### src/hw/rtl/perfect_phylogeny_test_core_assert.svh
// Assertion macros for the perfect phylogeny test core
`ifndef PERFECT_PHYLOGENY_TEST_CORE_ASSERT_SVH
`define PERFECT_PHYLOGENY_TEST_CORE_ASSERT_SVH

`ifndef SYNTHESIS
// Clocked check with explicit clock and reset
`define PPT_ASSERT_CR(lbl, clk, rst, prop, msg) \
   lbl: assert property (@(posedge clk) disable iff (rst) (prop)) else $error(msg);
// Clocked check on the core's own clock and reset
`define PPT_ASSERT(lbl, prop, msg) \
   `PPT_ASSERT_CR(lbl, clock, reset, prop, msg)
`else
`define PPT_ASSERT_CR(lbl, clk, rst, prop, msg)
`define PPT_ASSERT(lbl, prop, msg)
`endif

`endif

### src/hw/rtl/ppt_pkg.sv
// Shared constants, types and state encoding for the perfect phylogeny test core
`timescale 1ns / 1ps
`default_nettype none

package ppt_pkg;

   localparam int ROW_W    = 64;
   localparam int NC_W     = 7;
   localparam int MAX_ROWS = 32;
   localparam int MAX_COLS = 64;
   localparam int NC_RESET = 64;
   localparam int ROW_AW   = (MAX_ROWS > 1) ? $clog2(MAX_ROWS) : 1;
   localparam int CNT_W    = $clog2(MAX_ROWS + 1);
   localparam int COL_W    = (MAX_COLS > 1) ? $clog2(MAX_COLS) : 1;

   typedef enum logic [3:0] {
      S_IDLE,
      S_KEY_RD,
      S_KEY_SH,
      S_SORT,
      S_CHK_RD,
      S_CHK_PERM,
      S_CHK_UPD,
      S_EM_RD,
      S_EM_PERM,
      S_EM_OUT
   } ppt_state_type;

   typedef struct packed {
      logic              load;
      logic              key_clear;
      logic              key_shift;
      logic              sort_step;
      logic              perm_load;
      logic              col_update;
      logic              out_load;
      logic              clear;
      logic              final_row;
      logic [ROW_AW-1:0] ridx;
      logic [COL_W-1:0]  phase;
   } ppt_cmd_type;

   typedef struct packed {
      logic [CNT_W-1:0] cnt;
   } ppt_status_type;

endpackage

`default_nettype wire

### src/hw/rtl/ppt_ctrl.sv
// Sequencer for load, key build, sort, check and emit phases
`timescale 1ns / 1ps
`default_nettype none

module ppt_ctrl
   import ppt_pkg::*;
(
   input  wire logic           clock,
   input  wire logic           reset,
   input  wire logic           req_valid,
   input  wire logic           req_last_row,
   output logic                req_stall,
   output logic                rsp_valid,
   input  wire logic           rsp_stall,
   input  wire ppt_status_type status,
   output ppt_cmd_type         cmd
);

   ppt_state_type     state_ff, state_in;
   logic [ROW_AW-1:0] ridx_ff, ridx_in;
   logic [COL_W-1:0]  phase_ff, phase_in;
   logic              accept;
   logic              at_last;

   assign accept  = req_valid && (state_ff == S_IDLE);
   assign at_last = ((CNT_W'(ridx_ff) + CNT_W'(1)) == status.cnt);

   // next state and cursors
   always_comb begin
      state_in = state_ff;
      ridx_in  = ridx_ff;
      phase_in = phase_ff;
      unique case (state_ff)
         S_IDLE: begin
            if (accept && req_last_row) begin
               state_in = S_KEY_RD;
               ridx_in  = '0;
            end
         end
         S_KEY_RD: state_in = S_KEY_SH;
         S_KEY_SH: begin
            if (at_last) begin
               state_in = S_SORT;
               ridx_in  = '0;
               phase_in = '0;
            end else begin
               state_in = S_KEY_RD;
               ridx_in  = ridx_ff + ROW_AW'(1);
            end
         end
         S_SORT: begin
            if (phase_ff == COL_W'(MAX_COLS - 1)) begin
               state_in = S_CHK_RD;
            end else begin
               phase_in = phase_ff + COL_W'(1);
            end
         end
         S_CHK_RD:   state_in = S_CHK_PERM;
         S_CHK_PERM: state_in = S_CHK_UPD;
         S_CHK_UPD: begin
            if (at_last) begin
               state_in = S_EM_RD;
               ridx_in  = '0;
            end else begin
               state_in = S_CHK_RD;
               ridx_in  = ridx_ff + ROW_AW'(1);
            end
         end
         S_EM_RD:   state_in = S_EM_PERM;
         S_EM_PERM: state_in = S_EM_OUT;
         S_EM_OUT: begin
            if (!rsp_stall) begin
               if (at_last) begin
                  state_in = S_IDLE;
               end else begin
                  state_in = S_EM_RD;
                  ridx_in  = ridx_ff + ROW_AW'(1);
               end
            end
         end
         default: state_in = S_IDLE;
      endcase
   end

   // commands and handshake outputs
   always_comb begin
      cmd           = '0;
      cmd.ridx      = ridx_ff;
      cmd.phase     = phase_ff;
      cmd.final_row = at_last;
      req_stall     = 1'b1;
      rsp_valid     = 1'b0;
      unique case (state_ff)
         S_IDLE: begin
            req_stall     = 1'b0;
            cmd.load      = accept;
            cmd.key_clear = accept && req_last_row;
         end
         S_KEY_RD:   ;
         S_KEY_SH:   cmd.key_shift = 1'b1;
         S_SORT:     cmd.sort_step = 1'b1;
         S_CHK_RD:   ;
         S_CHK_PERM: cmd.perm_load = 1'b1;
         S_CHK_UPD:  cmd.col_update = 1'b1;
         S_EM_RD:    ;
         S_EM_PERM:  cmd.out_load = 1'b1;
         S_EM_OUT: begin
            rsp_valid = 1'b1;
            cmd.clear = !rsp_stall && at_last;
         end
         default: ;
      endcase
   end

   always_ff @(posedge clock) begin
      if (reset) begin
         state_ff <= S_IDLE;
         ridx_ff  <= '0;
         phase_ff <= '0;
      end else begin
         state_ff <= state_in;
         ridx_ff  <= ridx_in;
         phase_ff <= phase_in;
      end
   end

endmodule

`default_nettype wire

### config.mk
export PLATFORM = sky130hd
export DESIGN_NAME = ppt_ctrl
export DESIGN_NICKNAME = d
export VERILOG_FILES = /design/src/hw/rtl/perfect_phylogeny_test_core_assert.svh /design/src/hw/rtl/ppt_pkg.sv /design/src/hw/rtl/ppt_ctrl.sv
export SDC_FILE = /design/constraint.sdc
export NUM_CORES = 1
export LEC_CHECK = 0
export ABC_CLOCK_PERIOD_IN_PS = 3680
export BUFFER_PORTS_ARGS = -buffer_cell sky130_fd_sc_hd__buf_2
export CAP_MARGIN = 10
export CORE_UTILIZATION = 30
export DETAILED_ROUTE_END_ITERATION = 6
export MAX_ROUTING_LAYER = met4
export SLEW_MARGIN = 30
export SYNTH_ARGS = -nofsm -noshare
export SYNTH_HDL_FRONTEND = slang
export SYNTH_SLANG_ARGS = --single-unit
### constraint.sdc
create_clock -name clock -period 3.68 [get_ports clock]
set_clock_uncertainty 0.2 [all_clocks]
set_input_delay 0.736 -clock clock [delete_from_list [all_inputs] [get_ports clock]]
set_output_delay 0.736 -clock clock [all_outputs]
set_load 0.05 [all_outputs]
==> summary.txt, run 1 <==
Status
  – Status: complete, no violations

Floorplan
  – I/O pin count: 33
  – Die H: 64.5 um
  – Die ar.: about 4200 um2
  – Die width: 64.5 um
  – Rows: 22
  – Initial core utilization: 0.315
  – Total core area: 3720 um2

Yosys
  – Post-synth top flop: dfxtp_1
  – EDFF count, synth: 0
  – Synthesis Warnings: 0
  – Syn_area_per_cell: 7.86 um2
  – Fraction of registers with async set/reset: 0
  – Post-synthesis cell type count: 47
  – Synthesized Nets: 162
  – Synthesized flop and latch total: 15
  – Synthesized cell area: 1170 um2
  – Sequential share of the synthesized area: 0.256
  – Cells after Synth: 149

Final layout
  – Area Overhead vs Synth: 20.5%
  – Layout cells sized above 1: 0.263
  – Final nets: 193
  – Multi-input logic area: roughly 810 um2
  – Fill cells: slightly below 400
  – Finished Cell Area: 1410 um2
  – Most common cell after layout, fill and taps aside: buf_2
  – Commonest cells after routing, fill and taps aside: 32 x buf_2, 15 x dfxtp_1, 13 x nand2_1
  – ANT cells: 0
  – Non-filler cells, final: 227
  – Register area: 300 um2

STA
  – Final worst path period share: 0.893
  – Fmax: 304 MHz
  – Final setup vio count: 0
  – Slew headroom: 0.622
  – Final Critical Period: around 3300 ps
  – Setup TNS: 0 ps
  – RSZ-0062 raised after global routing: no
  – Final hold vios: 0
  – Worst-Margin Slew: around 560 ps
  – Slew Viols, Final: 0

Worst hold path
  – Min-Delay Path Class: reg2reg

Placed design
  – Placed cell area: 1370 um2
  – Inst Count DP: 223
  – Post-DP HPWL: between 2000 and 2500 um
  – Port Buf Inserts: 32
  – Routability Congestion: 0.803

Setup path
  – Critical path arrival: 2350 ps
  – CP Cell Sequence: ha_1, inv_1, or4b_1, inv_1, o21ai_2, nor2_1, buf_2
  – CP peak stage delay: a little under 600 ps
  – CP Capture Point: cmd[12]
  – Buf/Inv on CP: 3
  – CP top delay family: simple AND/OR/NAND/NOR gates
  – Worst path most repeated cell: inv_1
  – Critical path depth: 7
  – CP max FO: 9
  – Crit path from: ridx_ff[0]$_SDFFE_PP0P_
  – CP startpoint kind: register
  – R2R Path End: ridx_ff[2]$_SDFFE_PP0P_
  – Crit Reg-Reg Startpoint: ridx_ff[0]$_SDFFE_PP0P_
  – Setup slack, reg-to-reg: roughly 1200 ps
  – Required @ worst endpoint: 2740 ps
  – Worst Reg2Reg Path Length in Cells: 7
  – Worst setup EP type: primary output
  – CP max-delay cell: or4b_1
  – Crit Path Class: reg2out

Global route
  – Total track usage: 0.145
  – Initial antenna violation count: 0
  – Vias in the first global route: 1032
  – Total gr overflow: 0
  – First-pass GRT wire length: 4680 um
  – Maximum number of pins on one net before global-route repair: 17

Clocking
  – Cts hold-fix bufs: 0
  – Clock root buffer: clkbuf_8
  – Reg clk slew, reported paths: 70 ps
  – H-tree depth: 1
  – Post-cts sizing count: 0
  – CTS sink cnt: 15
  – CTS buffer count: 3
  – Worst-case clock buffer depth: 2
  – Postcts setup bufs: 0
  – Worst-skew pair later-pin latency: 260 ps
  – CTS tree: yes

Pwr
  – Peak VDD IR: 0.108 mV
  – Leak pwr: 0.646 nW
  – Cell area power density: 293 nW/um2

Drt
  – Via count: roughly 1200
  – Routed len/inst: about 12 um
  – 1st-iter DRT viols: 27
  – Drc violations: 0
  – WL final: around 2800 um
  – Drt via density: between 5 and 6
  – First-pass DRT Iterations: 4
  – Final ANT Viol Nets: 0

Run
  – Max-cap violations: 0
[cells in the mapped netlist, types with 3 or more instances]
cell type   n  share of area
nor3_1      7          0.030
xor2_1      6          0.045
a31oi_1     3          0.016
nor2_1     12          0.038
inv_1       9          0.029
dfxtp_1    15           0.26
clkbuf_1    5          0.016
o41ai_2     3          0.042
nand4_1     3          0.016
and3_1      5          0.027
xnor2_1     4          0.030
nor2b_1     5          0.027
o21ai_0     4          0.017
or3_1       3          0.016
a21oi_1     6          0.026
nand3_1     7          0.030
nand2_1    13          0.042
[worst reg2reg max path: stages, from the launching register on]
cell      delay (ps)
dfxtp_1          470
ha_1             310
inv_1            110
or4b_1           580
o311ai_1         180
nand3_2          170
a32oi_1          220
o41ai_2           90
[area by class of cell]
class	count	area share
clock buffer	3	0.0293
clock inverter	1	0.00355
tap	48	0.0426
inverter	10	0.0266
sequential	15	0.213
timing repair buffer	32	0.113
multi-input combinational	118	0.572
[metal layers]
| layer | global-route usage | wire length, um |
|---|---|---|
| met3 | 0.0423 | 97 |
| met4 | 0.0333 | 34 |
| met1 | 0.192 | 1430 |
| met2 | 0.217 | 1220 |
| met5 | - | 0 |
[registers in the layout (all words and copies together), names as in the netlist]
register  count
state_ff      4
phase_ff      6
ridx_ff       5
[stage by stage]
stage	hold WS (ps)	utilization	power, mW	setup WS (ps)
after global routing	355	0.380	0.435	218
after global placement	298	0.367	0.279	544
after detailed placement	311	0.367	0.278	517
after floorplan	457	-	0.254	173
after CTS	319	0.380	0.416	373
final	320	0.380	0.414	393
[kinds of logic (layout without fill, tap and decap cells)]
family	after synthesis	count (layout)	share of synthesized area
fa+ha+maj	2	2	0.0214
simple gates	71	71	0.347
xor+xnor	10	10	0.0748
mux	1	1	0.00855
flops	15	15	0.256
compound gates	34	34	0.237
buf+inv	16	46	0.0545
[how the worst min path moves through the flow]
| stage | start | endpoint | slack, ps | depth (start not counted) |
|---|---|---|---|---|
| after floorplan | state_ff[3]$_SDFFE_PP0P_ | state_ff[3]$_SDFFE_PP0P_ | 460 | 3 |
| after global placement | phase_ff[1]$_SDFFE_PP0P_ | phase_ff[1]$_SDFFE_PP0P_ | 300 | 2 |
| after detailed placement | phase_ff[1]$_SDFFE_PP0P_ | phase_ff[1]$_SDFFE_PP0P_ | 310 | 2 |
| after CTS | phase_ff[1]$_SDFFE_PP0P_ | phase_ff[1]$_SDFFE_PP0P_ | 320 | 2 |
| after global routing | phase_ff[1]$_SDFFE_PP0P_ | phase_ff[1]$_SDFFE_PP0P_ | 360 | 2 |
| final | phase_ff[1]$_SDFFE_PP0P_ | phase_ff[1]$_SDFFE_PP0P_ | 320 | 2 |
[power by group]
| part | internal (mW) | switching, mW | leakage [nW] | total [mW] |
|---|---|---|---|---|
| combinational | 0.0321 | 0.0662 | 0.499 | 0.0982 |
| clock | 0.0752 | 0.0634 | 0.0255 | 0.139 |
| sequential | 0.166 | 0.0109 | 0.121 | 0.177 |
| total | 0.273 | 0.140 | 0.646 | 0.414 |
Note: power is estimated with default switching activity, not from simulation.
==> inputs of run 2 (changes only) <==
Settings changed: ABC_CLOCK_PERIOD_IN_PS 3680 to 4000.
Clock period 3.68 ns to 4 ns, I/O delays scaled along.
==> summary.txt, run 2 (synthesized netlist as in run 1, its figures left out) <==
Clocking
  – Reg clk slew, reported paths: 70 ps (about the same)
  – Postcts setup bufs: 0 (unchanged)
  – Cts hold-fix bufs: 0 (unchanged)
  – H-tree depth: 1 (unchanged)
  – Post-cts sizing count: 0 (unchanged)
  – Clock root buffer: clkbuf_8
  – Worst-case clock buffer depth: 2 (unchanged)
  – CTS buffer count: 3 (unchanged)
  – CTS tree: yes
  – CTS sink cnt: 15 (unchanged)
  – Worst-skew pair later-pin latency: 250 ps (about the same)

Pwr
  – Pint: 251 uW (-8.1%)
  – Power Total: 379 uW (-8.3%)
  – Cell area power density: 269 nW/um2 (-8.3%)
  – Comb pwr share: 0.238 (about the same)
  – Peak VDD IR: 0.0987 mV (-8.9%)
  – Clock power share: 0.334 (about the same)
  – Leak pwr: 0.646 nW (unchanged)
  – Seq pwr share: 0.429 (+0.002)
  – Psw: 128 uW (-8.8%)
  – Switching part of the total power: 0.338 (-0.00188)

Floorplan
  – Die H: 64.5 um (unchanged)
  – Rows: 22 (unchanged)
  – Total core area: 3720 um2 (unchanged)
  – I/O pin count: 33 (unchanged)
  – Die width: 64.5 um (unchanged)
  – Die ar.: 4160 um2 (unchanged)
  – Initial core utilization: 0.315 (unchanged)

Global route
  – First-pass GRT wire length: 4870 um (+4.1%)
  – Total track usage: 0.153 (+0.00822)
  – Initial antenna violation count: 0 (unchanged)
  – Vias in the first global route: 1025 (-0.68%)
  – Total gr overflow: 0 (unchanged)
  – Maximum number of pins on one net before global-route repair: 17 (unchanged)

Setup path
  – Required @ worst endpoint: 3000 ps (+260 ps)
  – CP startpoint kind: register
  – Worst setup EP type: primary output
  – Worst path most repeated cell: inv_1
  – CP peak stage delay: 570 ps (about the same)
  – CP Cell Sequence: ha_1, inv_1, or4b_1, inv_1, o21ai_2, nor2_1, buf_2
  – Crit Path Class: reg2out
  – Critical path arrival: 2340 ps (about the same)
  – CP max-delay cell: or4b_1
  – CP max FO: 9 (unchanged)

Placed design
  – Placed cell area: 1370 um2 (unchanged)
  – Post-DP HPWL: 2120 um (+4.2%)
  – Port Buf Inserts: 32 (unchanged)
  – Routability Congestion: 0.795 (-1.0%)
  – Inst Count DP: 223 (unchanged)

Final layout
  – Largest regs: phase_ff: 6 flops, ridx_ff: 5 flops, state_ff: 4 flops
  – Layout cells sized above 1: 0.263 (unchanged)
  – Number of flip-flops in the largest register: 6 (unchanged)
  – Area Overhead vs Synth: 20.5% (unchanged)
  – Reg with most FFs: phase_ff
  – Finished Cell Area: 1410 um2 (unchanged)
  – Non-filler cells, final: 227 (unchanged)
  – Final nets: 193 (unchanged)
  – Most common cell after layout, fill and taps aside: buf_2
  – Commonest cells after routing, fill and taps aside: 32 x buf_2, 15 x dfxtp_1, 13 x nand2_1
  – ANT cells: 0 (unchanged)

STA
  – Setup TNS: 0 ps (unchanged)
  – Final hold vios: 0 (unchanged)
  – Final Critical Period: 3340 ps
  – Fmax: between 200 and 300 MHz
  – Worst-Margin Slew: 498 ps (-64.0 ps)
  – RSZ-0062 raised after global routing: no
  – Final worst path period share: 0.834
  – WHS: 319 ps (-0.341 ps)
  – Final setup vio count: 0 (unchanged)
  – Slew headroom: 0.663 (+0.0409)
  – Slew Viols, Final: 0 (unchanged)

Drt
  – Via count: 1167 (+1.0%)
  – WL final: 2870 um (+3.4%)
  – Final ANT Viol Nets: 0 (unchanged)
  – Drc violations: 0 (unchanged)
  – Routed len/inst: 12.6 um (+3.4%)
  – First-pass DRT Iterations: 4 (unchanged)
  – 1st-iter DRT viols: 42 (+56%)
  – Drt via density: 5.14 (+1.0%)

Status
  – Status: complete, no violations

Worst hold path
  – Min-Delay Path Class: reg2reg

Run
  – Max-cap violations: 0 (unchanged)
-- run 2: layout make-up --
class	instances	area, um2
flip-flops and latches	15	300
clock buffers	3	41.3
fillers	400	2300
inverters	10	37.5
clock inverters	1	5.00
well taps	48	60.1
repair buffers	32	160
multi-input cells	118	807
-- run 2: power by group through the flow --
stage | registers, mW | clock network [mW] | logic [mW]
2_1_floorplan | 0.162 | 0 | 0.0713
3_3_place_gp | 0.166 | 0 | 0.0905
3_5_place_dp | 0.166 | 0 | 0.0902
4_1_cts | 0.163 | 0.131 | 0.0907
5_1_grt | 0.164 | 0.140 | 0.0978
6_report | 0.163 | 0.126 | 0.0903
-- run 2: path summary, 6_finish.rpt --
check,from,to,slack (ps),cells after the start
min reg2reg,phase_ff[1]$_SDFFE_PP0P_,phase_ff[1]$_SDFFE_PP0P_,320,2
min,phase_ff[1]$_SDFFE_PP0P_,phase_ff[1]$_SDFFE_PP0P_,320,2
max reg2reg,ridx_ff[0]$_SDFFE_PP0P_,phase_ff[1]$_SDFFE_PP0P_,1530,7
max,ridx_ff[0]$_SDFFE_PP0P_,cmd[12],660,7
-- run 2: stage by stage --
stage          setup WS (ps)  utilization
2_1_floorplan            429            -
3_3_place_gp             738        0.367
3_5_place_dp             716        0.367
4_1_cts                  645        0.380
5_1_grt                  462        0.380
6_report                 663        0.380
-- run 2: critical path: cells and delay by family (launching register included) --
kind / cells / cell delay [ps]
buffers and inverters: 3 / 470
AND/OR/NAND/NOR: 2 / 700
adder cells (fa/ha/maj): 1 / 320
AO/OA/AOI/OAI: 1 / 140
flip-flops: 1 / 460
-- run 2: routing by layer --
| metal | up-vias | track usage | share of wire |
|---|---|---|---|
| met5 | - | - | 0 |
| met4 | 0 | 0.0583 | 0.016 |
| met3 | 4 | 0.0264 | 0.029 |
| met2 | 23 | 0.224 | 0.44 |
| met1 | 530 | 0.209 | 0.52 |
| li1 | 610 | - | - |
